### src/hw/rtl/lfl_pkg.sv
package lfl_pkg;

    localparam int unsigned ENTRY_W  = 5;
    localparam int unsigned STATUS_W = 2;

    localparam logic OP_ALLOC   = 1'b0;
    localparam logic OP_RELEASE = 1'b1;

    localparam logic [STATUS_W-1:0] ST_OK        = 2'd0;
    localparam logic [STATUS_W-1:0] ST_EXHAUSTED = 2'd1;
    localparam logic [STATUS_W-1:0] ST_NOT_USED  = 2'd2;

    typedef struct packed {
        logic               operation;
        logic [ENTRY_W-1:0] entry_number;
    } t_req;

    typedef struct packed {
        logic [STATUS_W-1:0] status;
        logic [ENTRY_W-1:0]  granted_entry;
    } t_rsp;

endpackage

### src/hw/rtl/lfl_chan_if.sv
interface lfl_chan_if #(
    parameter type T_PAYLOAD = lfl_pkg::t_req
);
    logic     valid;
    logic     ready;
    T_PAYLOAD payload;

    modport source (output valid, output payload, input ready);
    modport sink   (input valid, input payload, output ready);
endinterface

### src/hw/rtl/linked_free_list_allocator_unit.sv
// channel  | dir | payload                          | handshake
// i_req    | in  | operation, entry_number          | valid/ready
// o_rsp    | out | status, granted_entry            | valid/ready
//
// Allocate reads the free head's link before it answers, and answers at once
// when the pool is exhausted; release walks the in-use links (at most
// POOL_ENTRIES), one registered read of the link memory per link, then
// unlinks a found entry and frees it, or answers not-used.
// Reset clears the link valid bits at once; no clearing pass.
// A request is taken while idle and the result register is empty or draining.
module linked_free_list_allocator_unit #(
    parameter int unsigned POOL_ENTRIES = 32
) (
    input  logic        i_clk,
    input  logic        i_rst_n,
    lfl_chan_if.sink    i_req,
    lfl_chan_if.source  o_rsp
);

    localparam int unsigned IW = $clog2(POOL_ENTRIES);
    localparam int unsigned LW = $clog2(POOL_ENTRIES + 1);
    localparam int unsigned CW = (LW > lfl_pkg::ENTRY_W) ? LW : lfl_pkg::ENTRY_W;
    localparam logic [LW-1:0] NULL_LINK = LW'(POOL_ENTRIES);

    localparam logic [2:0] S_IDLE   = 3'd0;
    localparam logic [2:0] S_ALLOC  = 3'd1;
    localparam logic [2:0] S_WALK   = 3'd2;
    localparam logic [2:0] S_UNLINK = 3'd3;
    localparam logic [2:0] S_FREE   = 3'd4;

    logic [2:0]                   r_state, n_state;
    logic [LW-1:0]                r_free_head, n_free_head;
    logic [LW-1:0]                r_used_head, n_used_head;
    logic [LW-1:0]                r_prev, n_prev;
    logic [LW-1:0]                r_cur, n_cur;
    logic [LW-1:0]                r_steps, n_steps;
    logic                         r_from_head, n_from_head;
    logic [lfl_pkg::ENTRY_W-1:0]  r_num, n_num;
    logic                         r_out_valid, n_out_valid;
    lfl_pkg::t_rsp                r_rsp, n_rsp;

    logic          rd_en;
    logic [IW-1:0] rd_addr;
    logic [LW-1:0] rd_link;
    logic          wr_en;
    logic [IW-1:0] wr_addr;
    logic [LW-1:0] wr_link;
    logic          out_free;
    logic          req_take;
    logic [LW-1:0] cur;

    lfl_link_mem #(.DEPTH(POOL_ENTRIES)) u_link_mem (
        .i_clk     (i_clk),
        .i_rst_n   (i_rst_n),
        .i_rd_en   (rd_en),
        .i_rd_addr (rd_addr),
        .o_rd_link (rd_link),
        .i_wr_en   (wr_en),
        .i_wr_addr (wr_addr),
        .i_wr_link (wr_link)
    );

    assign out_free      = !r_out_valid || o_rsp.ready;
    assign i_req.ready   = (r_state == S_IDLE) && out_free;
    assign req_take      = i_req.valid && i_req.ready;
    assign o_rsp.valid   = r_out_valid;
    assign o_rsp.payload = r_rsp;
    assign cur           = r_from_head ? r_used_head : rd_link;

    always_comb begin
        n_state     = r_state;
        n_free_head = r_free_head;
        n_used_head = r_used_head;
        n_prev      = r_prev;
        n_cur       = r_cur;
        n_steps     = r_steps;
        n_from_head = r_from_head;
        n_num       = r_num;
        n_out_valid = r_out_valid && !o_rsp.ready;
        n_rsp       = r_rsp;
        rd_en       = 1'b0;
        rd_addr     = r_free_head[IW-1:0];
        wr_en       = 1'b0;
        wr_addr     = r_cur[IW-1:0];
        wr_link     = r_free_head;

        unique case (r_state)
            S_IDLE: begin
                if (req_take) begin
                    if (i_req.payload.operation == lfl_pkg::OP_ALLOC) begin
                        if (r_free_head == NULL_LINK) begin
                            n_out_valid         = 1'b1;
                            n_rsp.status        = lfl_pkg::ST_EXHAUSTED;
                            n_rsp.granted_entry = '0;
                        end else begin
                            rd_en   = 1'b1;
                            n_state = S_ALLOC;
                        end
                    end else begin
                        n_num       = i_req.payload.entry_number;
                        n_prev      = NULL_LINK;
                        n_steps     = '0;
                        n_from_head = 1'b1;
                        n_state     = S_WALK;
                    end
                end
            end
            S_ALLOC: begin
                wr_en               = 1'b1;
                wr_addr             = r_free_head[IW-1:0];
                wr_link             = r_used_head;
                n_used_head         = r_free_head;
                n_free_head         = rd_link;
                n_out_valid         = 1'b1;
                n_rsp.status        = lfl_pkg::ST_OK;
                n_rsp.granted_entry = lfl_pkg::ENTRY_W'(r_free_head);
                n_state             = S_IDLE;
            end
            S_WALK: begin
                rd_addr = cur[IW-1:0];
                priority if (cur == NULL_LINK) begin
                    n_out_valid         = 1'b1;
                    n_rsp.status        = lfl_pkg::ST_NOT_USED;
                    n_rsp.granted_entry = '0;
                    n_state             = S_IDLE;
                end else if (CW'(cur) == CW'(r_num)) begin
                    rd_en   = 1'b1;
                    n_cur   = cur;
                    n_state = S_UNLINK;
                end else if (r_steps == NULL_LINK) begin
                    n_out_valid         = 1'b1;
                    n_rsp.status        = lfl_pkg::ST_NOT_USED;
                    n_rsp.granted_entry = '0;
                    n_state             = S_IDLE;
                end else begin
                    rd_en       = 1'b1;
                    n_prev      = cur;
                    n_steps     = r_steps + LW'(1);
                    n_from_head = 1'b0;
                end
            end
            S_UNLINK: begin
                if (r_prev == NULL_LINK) begin
                    n_used_head = rd_link;
                end else begin
                    wr_en   = 1'b1;
                    wr_addr = r_prev[IW-1:0];
                    wr_link = rd_link;
                end
                n_state = S_FREE;
            end
            S_FREE: begin
                wr_en               = 1'b1;
                wr_addr             = r_cur[IW-1:0];
                wr_link             = r_free_head;
                n_free_head         = r_cur;
                n_out_valid         = 1'b1;
                n_rsp.status        = lfl_pkg::ST_OK;
                n_rsp.granted_entry = '0;
                n_state             = S_IDLE;
            end
            default: begin
                n_state = S_IDLE;
            end
        endcase
    end

    always_ff @(posedge i_clk) begin
        if (!i_rst_n) begin
            r_state     <= S_IDLE;
            r_free_head <= '0;
            r_used_head <= NULL_LINK;
            r_out_valid <= 1'b0;
        end else begin
            r_state     <= n_state;
            r_free_head <= n_free_head;
            r_used_head <= n_used_head;
            r_out_valid <= n_out_valid;
        end
    end

    always_ff @(posedge i_clk) begin
        r_prev      <= n_prev;
        r_cur       <= n_cur;
        r_steps     <= n_steps;
        r_from_head <= n_from_head;
        r_num       <= n_num;
        r_rsp       <= n_rsp;
    end

endmodule

### src/hw/rtl/lfl_link_mem.sv
module lfl_link_mem #(
    parameter int unsigned DEPTH = 32,
    localparam int unsigned IW = $clog2(DEPTH),
    localparam int unsigned LW = $clog2(DEPTH + 1)
) (
    input  logic          i_clk,
    input  logic          i_rst_n,
    input  logic          i_rd_en,
    input  logic [IW-1:0] i_rd_addr,
    output logic [LW-1:0] o_rd_link,
    input  logic          i_wr_en,
    input  logic [IW-1:0] i_wr_addr,
    input  logic [LW-1:0] i_wr_link
);

    logic [LW-1:0]    r_mem [DEPTH];
    logic [DEPTH-1:0] r_valid;
    logic [LW-1:0]    r_rd_raw;
    logic             r_rd_valid;
    logic [IW-1:0]    r_rd_addr;

    always_ff @(posedge i_clk) begin
        if (i_wr_en) begin
            r_mem[i_wr_addr] <= i_wr_link;
        end
    end

    always_ff @(posedge i_clk) begin
        if (!i_rst_n) begin
            r_valid <= '0;
        end else if (i_wr_en) begin
            r_valid[i_wr_addr] <= 1'b1;
        end
    end

    always_ff @(posedge i_clk) begin
        if (i_rd_en) begin
            r_rd_raw   <= r_mem[i_rd_addr];
            r_rd_valid <= r_valid[i_rd_addr];
            r_rd_addr  <= i_rd_addr;
        end
    end

    // unwritten entry links to its successor
    assign o_rd_link = r_rd_valid ? r_rd_raw : (LW'(r_rd_addr) + LW'(1));

endmodule
### src/flat_wrapper.sv
// flat-port wrapper written by rule: the top's interface ports become plain ports
module linked_free_list_allocator_unit_flat 
#(
    parameter int unsigned POOL_ENTRIES = 32
)
  (i_clk, i_rst_n, i_req_valid, i_req_payload, i_req_ready, o_rsp_valid, o_rsp_payload, o_rsp_ready);
  lfl_chan_if i_req_i ();
  lfl_chan_if o_rsp_i ();
  input  logic i_clk;
  input  logic i_rst_n;
  input wire logic [$bits(i_req_i.valid)-1:0] i_req_valid;
  input wire logic [$bits(i_req_i.payload)-1:0] i_req_payload;
  output wire logic [$bits(i_req_i.ready)-1:0] i_req_ready;
  output wire logic [$bits(o_rsp_i.valid)-1:0] o_rsp_valid;
  output wire logic [$bits(o_rsp_i.payload)-1:0] o_rsp_payload;
  input wire logic [$bits(o_rsp_i.ready)-1:0] o_rsp_ready;
  assign i_req_i.valid = i_req_valid;
  assign i_req_i.payload = i_req_payload;
  assign i_req_ready = i_req_i.ready;
  assign o_rsp_valid = o_rsp_i.valid;
  assign o_rsp_payload = o_rsp_i.payload;
  assign o_rsp_i.ready = o_rsp_ready;
  linked_free_list_allocator_unit #(.POOL_ENTRIES(POOL_ENTRIES)) u_core (.i_clk(i_clk), .i_rst_n(i_rst_n), .i_req(i_req_i), .o_rsp(o_rsp_i));
endmodule
### config.mk
export PLATFORM = sky130hd
export DESIGN_NAME = linked_free_list_allocator_unit_flat
export DESIGN_NICKNAME = d
export VERILOG_FILES = /design/src/hw/rtl/lfl_pkg.sv /design/src/hw/rtl/lfl_chan_if.sv /design/src/hw/rtl/linked_free_list_allocator_unit.sv /design/src/hw/rtl/lfl_link_mem.sv /design/src/flat_wrapper.sv
export SDC_FILE = /design/constraint.sdc
export NUM_CORES = 1
export LEC_CHECK = 0
export BUFFER_PORTS_ARGS = -buffer_cell sky130_fd_sc_hd__buf_2
export CAP_MARGIN = 15
export CORE_UTILIZATION = 50
export CTS_CLUSTER_DIAMETER = 150
export CTS_CLUSTER_SIZE = 25
export DETAILED_ROUTE_END_ITERATION = 7
export HOLD_SLACK_MARGIN = 0.06
export PLACE_DENSITY = 0.67
export SLEW_MARGIN = 20
export SYNTH_ARGS = -nofsm -noshare
export SYNTH_HDL_FRONTEND = slang
export SYNTH_SLANG_ARGS = --single-unit
export TNS_END_PERCENT = 20
### constraint.sdc
create_clock -name i_clk -period 3.4 [get_ports i_clk]
set_input_delay 0.17 -clock i_clk [delete_from_list [all_inputs] [get_ports i_clk]]
set_output_delay 0.17 -clock i_clk [all_outputs]
set_load 0.1 [all_outputs]
# --- After elaboration in Yosys (flattened, before gate mapping) ---
# Memories as Yosys holds them, arrays and structs flattened. A register that Yosys moved wholly into a read port is not among the register bits.
# Index checks and enable logic that the tools add are counted.
totals:
  reg_bits: 84
  latch_bits: 0
  ramBits: 192
  romBits: 0
  input_bits: 10
  output_inout_bits: 8
  elab_cells: 126
  n_memories: 1
memory_table:
  columns: ["memory", "depth", "word_bits", "read_ports", "rd_ports_with_merged_regs", "wr", "line", "rtl"]
  rows:
  - ["u_core.u_link_mem.r_mem", 32, 6, 1, 1, 1, "lfl_link_mem.sv:16", "logic [LW-1:0] r_mem [DEPTH];"]
classes:
  n_addsub: 2
  mul: 0
  n_div: 0
  order_cmp: 3
  n_eq_ne: 21
  n_shift: 0
  n_mux: 64
  bitwise_logic: 2
  n_reduce_logical: 19
ops:
  columns: ["operator", "n"]
  rows:
  - ["2-to-1 mux 6 bit", 20]
  - ["case mux 6 bit (2 select lines)", 5]
  - ["bitwise OR 32 bit", 1]
  - ["equality test 6 bit, second input constant", 4]
  - ["case mux 6 bit (4 select lines)", 1]
  - ["2-to-1 mux 1 bit", 22]
  - ["2-to-1 mux 3 bit", 6]
  - ["< comparator 5 x 6 -> 1 bit, second input constant", 2]
  - ["inequality test 2 bit, second input constant", 6]
  - ["AND reduction 6 bit", 2]
  - ["2-to-1 mux 5 bit", 2]
  - ["case mux 5 bit (2 select lines)", 1]
  - ["case mux 3 bit (3 select lines)", 1]
  - ["AND reduction 3 bit", 3]
  - ["adder 5 x 1 -> 6 bit, second input constant", 1]
  - ["adder 6 x 1 -> 6 bit, second input constant", 1]
  - ["equality test 3 x 2 -> 1 bit, second input constant", 2]
  - ["equality test 6 x 5 -> 1 bit", 1]
  - ["case mux 1 bit (2 select lines)", 3]
  - ["nonzero test 2 bit", 3]
  - ["binary-select mux 1 bit (select 5 bit)", 1]
  - ["demux 1 bit (select 5 bit)", 1]
  - ["greater-or-equal comparator 5 x 1 -> 1 bit, second input constant", 1]
  - ["logical AND 1 bit", 4]
  - ["other kinds (15)", 17]

# --- Longest topological paths before layout ---
# Gate-level depths: netlist of run 1.
logic_depth:
  word_depth: 8
  mapped_depth: 12
  depth_no_buf: 9

# --- Hierarchy ---
# A second synthesis of run 1 with hierarchy kept.
hier_totals:
  cells_unflattened: 664
  hier_area_um2: 11629.9
by_module_without_submodules:
  columns: ["mod", "instances", "cells_per_inst", "area_per_inst_um2", "seq_area_each_um2"]
  rows:
  - ["lfl_link_mem", 1, 428, 9100.0, 6766.5]
  - ["linked_free_list_allocator_unit", 1, 236, 2529.9, 1221.2]

# --- Least setup slack after synthesis of run 1 ---
# OpenSTA, ideal clock, no wires.
synth_path:
  path_kind: "flip-flop to flip-flop"
  from: "reg u_core.r_state[1]"
  to: "reg u_core.u_link_mem.r_rd_addr[0] (enable)"
  setup_ns: 0.401
  t_arrival_ns: 3.523
  required_time_ns: 2.999
  path_slack_ns: -0.524
  stages_incl_launch_ff: 6
  path_buffers: 1
  synth_period_minus_slack_ns: 3.924
  cell_sequence: "dfxtp_1 -> clkbuf_1 -> or3_1 -> nor2_1 -> nand2_1 -> o31ai_1"
synth_via:
  elab_chain_len: 5
  elab_cells_between_ends: 6
  classes_between: "eq/ne: 1; mux: 2; reduce/logical: 3"
synth_rtl:
  columns: ["element", "line", "rtl"]
  rows:
  - ["start: declaration", "linked_free_list_allocator_unit.sv:31", "logic [2:0] r_state, n_state;"]
  - ["start signal: assignment", "linked_free_list_allocator_unit.sv:175", "r_state <= n_state;"]
  - ["zero test 3 bit", "linked_free_list_allocator_unit.sv:64", "assign i_req.ready = (r_state == S_IDLE) && out_free;"]
  - ["logical AND 1 bit", "linked_free_list_allocator_unit.sv:64", null]
  - ["named net i_req_ready", "flat_wrapper.sv:13", "output wire logic [$bits(i_req_i.ready)-1:0] i_req_ready;"]
  - ["logical AND 1 bit", "linked_free_list_allocator_unit.sv:65", "assign req_take = i_req.valid && i_req.ready;"]
  - ["2-to-1 mux 1 bit", "linked_free_list_allocator_unit.sv:89", "if (req_take) begin"]
  - ["case mux 1 bit (2 select lines)", "linked_free_list_allocator_unit.sv:87", "unique case (r_state)"]
  - ["named net u_core.rd_en", "linked_free_list_allocator_unit.sv:42", "logic rd_en;"]
  - ["end signal: assignment", "lfl_link_mem.sv:40", "r_rd_addr <= i_rd_addr;"]
  - ["end: declaration", "lfl_link_mem.sv:20", "logic [IW-1:0] r_rd_addr;"]
# The timed path passes the listed nets, and every way through them passes these cells.
# A chain may end at the register's enable or synchronous reset.

# --- Final worst setup path of run 1 ---
layout_path:
  from: "reg u_core.r_from_head"
  to: "reg u_core.u_link_mem.r_rd_raw[3] (read register of u_core.u_link_mem.r_mem) (data pin)"
layout_via:
  elab_chain_len: 5
  elab_cells_between_ends: 7
  classes_between: "eq/ne: 2; mux: 5"
layout_rtl:
  columns: ["element", "line", "rtl"]
  rows:
  - ["start: declaration", "linked_free_list_allocator_unit.sv:37", "logic r_from_head, n_from_head;"]
  - ["start signal: assignment", "linked_free_list_allocator_unit.sv:186", "r_from_head <= n_from_head;"]
  - ["2-to-1 mux 6 bit *", "linked_free_list_allocator_unit.sv:68", "assign cur = r_from_head ? r_used_head : rd_link;"]
  - ["named net u_core.cur[2]", "linked_free_list_allocator_unit.sv:50", "logic [LW-1:0] cur;"]
  - ["equality test 6 x 5 -> 1 bit", "linked_free_list_allocator_unit.sv:126", "end else if (CW'(cur) == CW'(r_num)) begin"]
  - ["2-to-1 mux 1 bit", "linked_free_list_allocator_unit.sv:126", null]
  - ["2-to-1 mux 1 bit", "linked_free_list_allocator_unit.sv:121", "priority if (cur == NULL_LINK) begin"]
  - ["case mux 1 bit (2 select lines)", "linked_free_list_allocator_unit.sv:87", null]
  - ["end: declaration", "lfl_link_mem.sv:18", "logic [LW-1:0] r_rd_raw;"]
# Mark *: on every way through the listed nets, which the timed path passes. The rest lies on a longest branch.

==> metrics.md, run 1 <==
| Metric | Value |
|---|---|
| Placed Cells | 1197 |
| # Max-Cap Violations | 0 |
| Grt ovf | 0 |
| CORE AREA | 23600 sq um |
| Post-route DRC | 0 |
| Routed wire per std cell | 21.6 microns |
| Clk_skew | 35.6 ps |
| Synth Flop Type | edfxtp_1 |
| CP startpoint kind | flop |
| Fillers | 1902 |
| Gate Count Post-Synth | 832 |
| Simple-Gate Fraction of Synth Area | 0.0748 |
| Worst reg2reg path depth | 10 |
| Hold crit path type | in -> reg |
| Diode count | 0 |
| Total routed wirelength | 26600 microns |
| IO Pins | 18 |
| Post-synthesis cell type count | 60 |
| Die footprint | 24900 sq um |
| Crit path required time | 3640 ps |
| Sink Count | 282 |
| Compound-Gate Fraction of Synth Area | 0.0789 |
| Die X | 158 microns |
| Synth warn | 0 |
| Top-area cell type share of the netlist area | 0.579 |
| Final hold vios | 0 |
| Synth area leader | edfxtp_1 |
| Initial core utilization | 0.514 |
| Routability Congestion | 0.878 |
| Post-synth EDFFs | 234 |
| Worst Tran Pin Value | 774 ps |
| HPWL Detailed | 18000 microns |
| First-pass GRT wire length | 41200 microns |
| Via count | 7151 |
| Setup TNS | 0 ps |
| Clk_lat worst skew | 510 ps |
| Die Y | 158 microns |
| Nets | 914 |
| Worst vdd ir | 0.457 mV |
| Layout cells sized above 1 | 0.186 |
| Crit Path Max Fanout | 46 |
| LEAKAGE | 5.40 nW |
| Slew Limit Fails | 0 |
| Part of the Yosys area used for sequential elements | 0.659 |
| RSZ-0062 raised after global routing | false |
| Arr. time, crit path | 3250 ps |
| Mapped cell area | 12100 sq um |
| Htree depth | 1 |
| Antenna-violating nets left | 0 |
| Commonest non-fill, non-tap cells in the layout | edfxtp_1 (234), mux2i_1 (134), nor2_1 (66) |
| Post-Synth XOR/XNOR Area | 0.00939 |
| Slew headroom | 0.480 |
| CTS tree | done |
| Buffer depth of the longest clock path | 3 |
| #FFs+latches synth | 282 |
| Synth area leaders | edfxtp_1 (58%), mux2i_1 (11%), dfxtp_1 (7.9%), mux2_2 (4.1%), nor2_1 (2.1%) |
| I/O Buffers | 17 |
| Avg Inst Size Synth | 14.6 sq um |
| Layout Cells excl Fill | 1229 |
| Setup WS pre-CTS | 436 ps |
| Largest net degree at the start of global routing | 47 |
| Synth Area in Adders | 0.00310 |
| Hold path depth | 3 |
| Crit path time final | 3010 ps |
| Final Cycle Share | 0.885 |
| Async set-reset flop share out of synthesis | 0 |
| Total CTS buffers | 15 |
| CP Capture Type | flop |
| Drt pass-1 iters | 7 |
| Crit path kind | reg -> reg |
| Min setup slack post-route | 389 ps |
| Vias in the first global route | 7170 |
| # rows | 56 |
| Initial antenna violation count | 0 |
| Max Fclk | 0.332 GHz |
| Initial DRC Count | 812 |
| Run status | completed |
| Most common cell after layout, fill and taps aside | edfxtp_1 |
| Via density | 5.82 |
| Net Count, Synth | 845 |
| # resized after CTS | 0 |
| Root Driver | clkbuf_16 |
| Total GRT Usage | 0.223 |
| Pwr Density | 579 nW/um^2 |
| Clock transition at path regs | 110 ps |
| Layout Area Growth over Synthesis | 11.1% |
| Setup Viol. Count Final | 0 |
| Post-synthesis mux area share | 0.153 |
| Largest family of logic cells by synthesized area | multiplexers |
[worst max-delay path: stages (launching register included)]
cell and delay [ps]:
edfxtp_1 590, and2b_1 320, a221o_1 230, inv_2 80, mux2i_4 220, buf_12 340
buf_12 230, mux2i_1 240, mux2i_1 90, o22ai_1 270, nor4_2 100
[through the flow]
step	hold WS, ps	area, sq um	power, mW	util
final	112	13500	7.80	0.571
after detailed placement	348	13000	5.94	0.550
after global routing	113	13500	8.08	0.571
after CTS	86.7	13500	7.84	0.571
after global placement	347	13000	5.89	0.550
after floorplan	269	12100	5.38	-
[state kept, by name, indices dropped and copies added (netlist names), 6 cells and up]
name / count
u_core.o_rsp.payload: 6
u_core.r_cur: 6
u_core.r_free_head: 6
u_core.r_prev: 6
u_core.r_steps: 6
u_core.r_used_head: 6
u_core.u_link_mem.r_mem: 192
u_core.u_link_mem.r_rd_raw: 6
u_core.u_link_mem.r_valid: 32
[repair_timing]
action | CTS | global route
hold endpoints to repair | 7 | 0
endpoints found under the setup margin | 0 | 0
hold buffers | 6 | 0
buffers inserted | 0 | 0
[area by class of cell]
class	instances	area, sq um	share of cell area
clock inverter	2	28.8	0.00214
inverter	15	56.3	0.00418
sequential	282	7990	0.593
multi-input combinational	499	3910	0.290
timing repair buffer	88	683	0.0507
tap	319	399	0.0296
clock buffer	24	409	0.0304
[per-layer routing]
layer / track usage / vias up / wire length [microns]
li1: - / 3323 / -
met1: 0.303 / 3559 / 11600
met2: 0.375 / 214 / 12900
met4: 0.0730 / 0 / 778
met5: 0 / - / 0
met3: 0.0224 / 55 / 1280
[Yosys cell counts, drive strengths merged (3+ instances only)]
library cell    n
edfxtp        234
mux2i         135
nor2           67
dfxtp          48
mux2           44
o21a           33
nand2          31
buf            23
a22o           22
a21oi          15
nor3           15
inv            14
nand3          14
clkbuf         13
o21ai          12
nor4           10
nor2b           9
o22ai           8
and2            7
xor2            7
and3            6
xnor2           6
a221o           5
a22oi           5
a32o            4
nor3b           4
or3             4
a21boi          3
a221oi          3
a31oi           3
ha              3
o211a           3
o31ai           3
[cell families (layout without fill, tap and decap cells)]
kind of cell | after synthesis | after routing
buffers and inverters | 51 | 129
flip-flops | 282 | 282
XOR/XNOR | 13 | 13
AO/OA/AOI/OAI | 128 | 128
adder cells (fa/ha/maj) | 3 | 3
AND/OR/NAND/NOR | 176 | 176
multiplexers | 179 | 179
[where the power goes]
group | switching [mW] | internal (mW) | leakage, nW
clock | 1.07 | 0.859 | 0.210
combinational | 1.13 | 0.626 | 2.64
sequential | 0.101 | 4.01 | 2.55
[worst paths after layout]
path	slack, ps	start	endpoint
setup reg to reg	390	u_core.r_from_head	u_core.u_link_mem.r_rd_raw[3]
hold / removal	110	o_rsp_ready	u_core.o_rsp.valid
hold reg to reg	470	u_core.u_link_mem.r_valid[20]	u_core.u_link_mem.r_valid[20]
setup / recovery	390	u_core.r_from_head	u_core.u_link_mem.r_rd_raw[3]
Power figures use the tool's default switching activity.
==> run 2, diff against run 1 <==
BUFFER_PORTS_ARGS = default   (was -buffer_cell sky130_fd_sc_hd__buf_2)
DONT_BUFFER_PORTS = 1   (was default)
PLACE_DENSITY = 0.66   (was 0.67)
==> run 2 against run 1 <==
Compared with the run above:
- combinational power down 9%
- clock power about the same
- fmax down 4.2%
- power decreased by 0.84%
- clock skew down 11 ps
- largest cell class unchanged
- wire length increased by 0.24%
- non-clock buffer count shrank 19
- clock-buffer cell count down 1
- sequential power increased by 3%
- final cell count fell by 1.7%
- via count fell by 1.7%
- register-to-register slack got worse by 130 ps
==> metrics.md, run 2 (same netlist as run 1, synthesis figures left out) <==
| Metric | Value |
|---|---|
| Final Cycle Share | 0.924 (+0.0384) |
| Vias in the first global route | 6982 (-2.6%) |
| Crit path time final | 3140 ps (+131 ps) |
| Die footprint | 24900 sq um (unchanged) |
| # Max-Cap Violations | 0 (unchanged) |
| Hold_ws | 94.4 ps (-18.1 ps) |
| Nets | 895 (-2.1%) |
| I/O Buffers | 0 (-17) |
| Die X | 158 microns (unchanged) |
| Total routed wirelength | 26600 microns (+0.24%) |
| Design Area, Final | 13400 sq um (-0.80%) |
| Via density | 5.82 (about the same) |
| Via count | 7031 (-1.7%) |
| Diode count | 0 (unchanged) |
| Setup Viol. Count Final | 0 (unchanged) |
| Drt pass-1 iters | 5 (-2) |
| Initial core utilization | 0.514 (unchanged) |
| Most common cell after layout, fill and taps aside | edfxtp_1 |
| CP Capture Type | flop |
| Setup TNS | 0 ps (unchanged) |
| Htree depth | 1 (unchanged) |
| Pwr Density | 578 nW/um^2 (about the same) |
| Hold crit path type | in -> reg |
| Crit path required time | 3640 ps (about the same) |
| Run status | completed |
| Buffer depth of the longest clock path | 3 (unchanged) |
| Die Y | 158 microns (unchanged) |
| Footprint of the multi-input gates | 3910 sq um (unchanged) |
| Initial DRC Count | 611 (-25%) |
| Clock transition at path regs | 100 ps (about the same) |
| Layout cells sized above 1 | 0.165 (-0.0204) |
| Slew headroom | 0.343 (-0.137) |
| # rows | 56 (unchanged) |
| IO Pins | 18 (unchanged) |
| Final hold vios | 0 (unchanged) |
| CORE AREA | 23600 sq um (unchanged) |
| Worst vdd ir | 0.376 mV (-18%) |
| First-pass GRT wire length | 41100 microns (-0.42%) |
| Arr. time, crit path | 3380 ps (+130 ps) |
| Layout Cells excl Fill | 1208 (-1.7%) |
| Clk_skew | 24.8 ps (-10.8 ps) |
| # resized after CTS | 0 (unchanged) |
| Sink Count | 282 (unchanged) |
| Routed wire per std cell | 22.0 microns (+2.0%) |
| CTS tree | done |
| Antenna-violating nets left | 0 (unchanged) |
| CP peak stage delay | 560 ps (-30 ps) |
| Most used cell, CP | buf_4 |
| Root Driver | clkbuf_16 |
| Grt ovf | 0 (unchanged) |
| Max Fclk | 0.318 GHz (-4.2%) |
| HPWL Detailed | 18000 microns (about the same) |
| Worst Tran Pin Value | 983 ps (+209 ps) |
| Number of flip-flops under the largest register name | 192 (unchanged) |
| Largest registers | u_core.u_link_mem.r_mem (192), u_core.u_link_mem.r_valid (32) |
| PnR Total Power | 7.73 mW (-0.84%) |
| Reg area | 7990 sq um (unchanged) |
| LEAKAGE | 5.31 nW (-1.6%) |
| Crit Path Max Fanout | 11 (-76%) |
| Slowest cell on the critical path | o21ai_1 |
| Reg with most FFs | u_core.u_link_mem.r_mem |
| RSZ-0062 raised after global routing | false |
| Clk_lat worst skew | 500 ps (about the same) |
| Crit path kind | reg -> reg |
| CP Cell Sequence | buf_4, nor4_1, nor3_2, buf_4, o21ai_1, nand3_1, o22ai_1, nor4_2 |
| Fillers | 1915 (+0.68%) |
| Total CTS buffers | 15 (unchanged) |
| Total GRT Usage | 0.221 (-0.00161) |
| Post-DP Area | 12800 sq um (-1.0%) |
| Commonest non-fill, non-tap cells in the layout | edfxtp_1 (234), mux2i_1 (134), nor2_1 (66) |
| Initial antenna violation count | 0 (unchanged) |
| Slew Limit Fails | 0 (unchanged) |
| CP startpoint kind | flop |
| Largest net degree at the start of global routing | 55 (+17%) |
| Post-route DRC | 0 (unchanged) |
| Routability Congestion | 0.931 (+6.0%) |
| Placed Cells | 1175 (-1.8%) |
| Layout Area Growth over Synthesis | 10.2% |
run 2: cell count changes in the layout (fill, tap and decap cells not counted), sizes merged:
cell,change
dlygate4sd3,+2
inv,-1
clkbuf,-1
buf,-21
run 2: layout make-up:
class,instances,area share
flip-flops and latches,282,0.598
multi-input cells,499,0.293
repair buffers,69,0.0440
well taps,319,0.0299
clock buffers,23,0.0303
clock inverters,1,0.00150
inverters,15,0.00421
run 2: metal layers:
metal  share of wire  global-route usage  vias up
li1                -                   -     3274
met1            0.43               0.302     3504
met2            0.48               0.365      214
met3           0.064              0.0378       39
met4           0.023              0.0601        0
met5               0                   0        -
run 2: final timing paths:
path                                                   start                       endpoint  slack [ps]  depth (start not counted)
worst max-delay path            u_core.u_link_mem.r_rd_valid  u_core.u_link_mem.r_rd_raw[5]         260                          8
worst max register to register  u_core.u_link_mem.r_rd_valid  u_core.u_link_mem.r_rd_raw[5]         260                          8
worst min-delay path                             i_req_valid                u_core.r_num[4]          90                          1
worst min register to register  u_core.u_link_mem.r_valid[3]   u_core.u_link_mem.r_valid[3]         470                          1
run 2: metrics by stage:
step / setup slack [ps] / util
floorplan: 3.00 / -
global route: 86.6 / 0.566
finish: 259 / 0.566
CTS: 292 / 0.566
detailed placement: 323 / 0.544
global placement: 375 / 0.544
run 2: worst max-delay path, delay by kind of cell (launching register included):
| kind | cells | cell delay (ps) |
|---|---|---|
| AO/OA/AOI/OAI | 2 | 1060 |
| flip-flops | 1 | 480 |
| AND/OR/NAND/NOR | 4 | 960 |
| buffers and inverters | 2 | 380 |
run 2: where the power goes:
part | leakage (nW) | internal [mW] | total [mW] | switching, mW
Clock | 0.204 | 0.848 | 1.90 | 1.05
Combinational | 2.56 | 0.607 | 1.60 | 0.993
Sequential | 2.55 | 4.02 | 4.23 | 0.213
Total | 5.31 | 5.47 | 7.73 | 2.26
run 2: what timing repair did:
| item | 4_1_cts | 5_1_grt |
|---|---|---|
| buffers inserted | 0 | 0 |
| hold buffers | 9 | 0 |
| hold endpoints to repair | 53 | 0 |
| endpoints found under the setup margin | 0 | 0 |
==> run 3, diff against run 2 <==
clock period = 2.9 ns   (was 3.4 ns; I/O delays follow)
==> run 3 against run 2 <==
Compared with the run above:
- core utilization grew 2.0 points
- final area grew 3.5%
- clock skew shrank 6.2 ps
- clock-buffer cell count is the same
- critical path depth grew 3
- highest routed layer unchanged
- largest cell class unchanged
- global-route usage grew 0.27 points
- worst setup slack lost 130 ps
- critical path type unchanged
- combinational power grew 34%
==> metrics.md, run 3 (same netlist as run 1, synthesis figures left out) <==
| Metric | Value |
|---|---|
| Worst path top cell family by delay | compound AO/OA/AOI/OAI gates |
| Sink Count | 282 (unchanged) |
| Antenna-violating nets left | 0 (unchanged) |
| Most common cell after layout, fill and taps aside | edfxtp_1 |
| CP peak stage delay | 430 ps (-130 ps) |
| Worst reg2reg path depth | 11 (+3) |
| Crit path time final | 2770 ps (-367 ps) |
| Routability Congestion | 0.871 (-6.4%) |
| Layout Cells excl Fill | 1248 (+3.3%) |
| Die footprint | 24900 sq um (unchanged) |
| RSZ-0062 raised after global routing | false |
| Grt ovf | 0 (unchanged) |
| Layout Area Growth over Synthesis | 14.1% |
| CP endpoint | u_core.u_link_mem.r_rd_raw[5] |
| CORE AREA | 23600 sq um (unchanged) |
| M2 GR Usage | 0.373 (+0.00839) |
| Clk_skew | 18.6 ps (-6.19 ps) |
| Routed wire per std cell | 22.0 microns (-0.26%) |
| Reg with most FFs | u_core.u_link_mem.r_mem |
| Clock transition at path regs | 100 ps (about the same) |
| Placed Cells | 1197 (+1.9%) |
| Initial antenna violation count | 0 (unchanged) |
| Largest registers | u_core.u_link_mem.r_mem (192), u_core.u_link_mem.r_valid (32) |
| Number of flip-flops under the largest register name | 192 (unchanged) |
| Worst vdd ir | 0.553 mV (+47%) |
| Total routed wirelength | 27400 microns (+3.0%) |
| R2R setup slack | 130 ps (-130 ps) |
| Worst R2R Start | u_core.u_link_mem.r_rd_addr[0] |
| Slew headroom | 0.397 (+0.0538) |
| Run status | completed |
| CP Cell Sequence | ha_2, xnor2_2, a221o_1, inv_2, mux2i_4, buf_12, buf_6, mux2i_1, mux2_2, a22o_1, nor4_2 |
| Initial DRC Count | 752 (+23%) |
| I/O Buffers | 0 (unchanged) |
| Final hold vios | 0 (unchanged) |
| Commonest non-fill, non-tap cells in the layout | edfxtp_1 (234), mux2i_1 (133), buf_4 (84) |
| Post-route DRC | 0 (unchanged) |
| Setup TNS | 0 ps (unchanged) |
| Crit path kind | reg -> reg |
| Initial core utilization | 0.514 (unchanged) |
| Met1 usage | 0.315 (+0.0126) |
| Max Fclk | 0.360 GHz (+13%) |
| Clk_lat worst skew | 500 ps (about the same) |
| IO Pins | 18 (unchanged) |
| Root Driver | clkbuf_16 |
| CP startpoint kind | flop |
| Layout cells sized above 1 | 0.206 (+0.0402) |
| Die X | 158 microns (unchanged) |
| Crit Path Max Fanout | 7 (-4) |
| Drt pass-1 iters | 7 (+2) |
| Post-layout util | 0.586 (+0.0200) |
| CP bufs+invs | 3 (+1) |
| Critical path depth | 11 (+3) |
| Total CTS buffers | 15 (unchanged) |
| Buffer depth of the longest clock path | 3 (unchanged) |
| CTS tree | done |
| LEAKAGE | 5.56 nW (+4.7%) |
| Crit path required time | 3230 ps (-410 ps) |
| Arr. time, crit path | 3100 ps (-280 ps) |
| Largest net degree at the start of global routing | 58 (+5.5%) |
| # Max-Cap Violations | 0 (unchanged) |
| Pwr Density | 676 nW/um^2 (+17%) |
| Final Cycle Share | 0.957 (+0.0329) |
| First-pass GRT wire length | 41500 microns (+1.1%) |
| Most used routing layer | met2 |
| HPWL Detailed | 18200 microns (+1.3%) |
| Slew Limit Fails | 0 (unchanged) |
| Nets | 934 (+4.4%) |
| Via count | 7191 (+2.3%) |
| Critical Path Start | u_core.u_link_mem.r_rd_addr[0] |
| Diode count | 0 (unchanged) |
| Worst Tran Pin Value | 906 ps (-76.8 ps) |
| Reg2reg end | u_core.u_link_mem.r_rd_raw[5] |
| Total GRT Usage | 0.224 (+0.00269) |
| Slowest cell on the critical path | edfxtp_1 |
| CP Capture Type | flop |
| Hold crit path type | in -> reg |
| # rows | 56 (unchanged) |
| Setup Viol. Count Final | 0 (unchanged) |
| GRT met3 Usage | 0.0257 (-0.0120) |
| Htree depth | 1 (unchanged) |
| Die Y | 158 microns (unchanged) |
| Via density | 5.76 (-1.0%) |
| Vias in the first global route | 7143 (+2.3%) |
[run 3: repair_timing]
action,in CTS,in global routing
endpoints found under the hold margin,57,0
endpoints found under the setup margin,0,38
buffers inserted,0,11
resized for setup,0,10
hold buffers,11,0
[run 3: worst min path at each step]
stage	cells after the start	endpoint	start	slack (ps)
finish	1	u_core.r_num[1]	i_req_valid	90
CTS	4	u_core.r_state[0]	i_req_valid	70
global route	1	u_core.r_num[3]	i_req_valid	80
floorplan	0	u_core.r_num[0]	i_req_payload[0]	240
detailed placement	0	u_core.r_num[0]	i_req_payload[0]	240
global placement	0	u_core.r_num[1]	i_req_payload[1]	240
[run 3: area by class of cell]
type                    count  area, sq um
well taps                 319          399
multi-input cells         499         3940
clock buffers              23          405
fillers                  1890         9770
repair buffers            108         1020
inverters                  15         56.3
clock inverters             2         28.8
flip-flops and latches    282         7990
[run 3: power by group]
group | internal [mW] | switching (mW)
Combinational | 0.894 | 1.25
Clock | 1.00 | 1.25
Sequential | 4.71 | 0.245
[run 3: stage by stage]
step	total power, mW	instance area (sq um)	hold slack (ps)	worst slack [ps]
finish	9.35	13800	89.0	125
floorplan	6.32	12100	244	187
global route	9.69	13800	83.1	3.91
detailed placement	7.02	13100	244	73.2
global placement	6.97	13100	244	94.5
CTS	9.27	13600	67.7	54.2
[run 3: metal layers]
layer	wire (microns)	vias to the layer above	share of wire
li1	-	3354	-
met1	12300	3605	0.45
met2	13300	198	0.48
met3	1170	34	0.043
met4	677	0	0.025
met5	0	-	0
[run 3: worst register-to-register path, stage by stage, from the launching register on]
cell,delay [ps]
edfxtp_1,430
ha_2,230
xnor2_2,130
a221o_1,360
inv_2,90
mux2i_4,110
buf_12,190
buf_6,140
mux2i_1,130
mux2_2,270
a22o_1,290
nor4_2,230
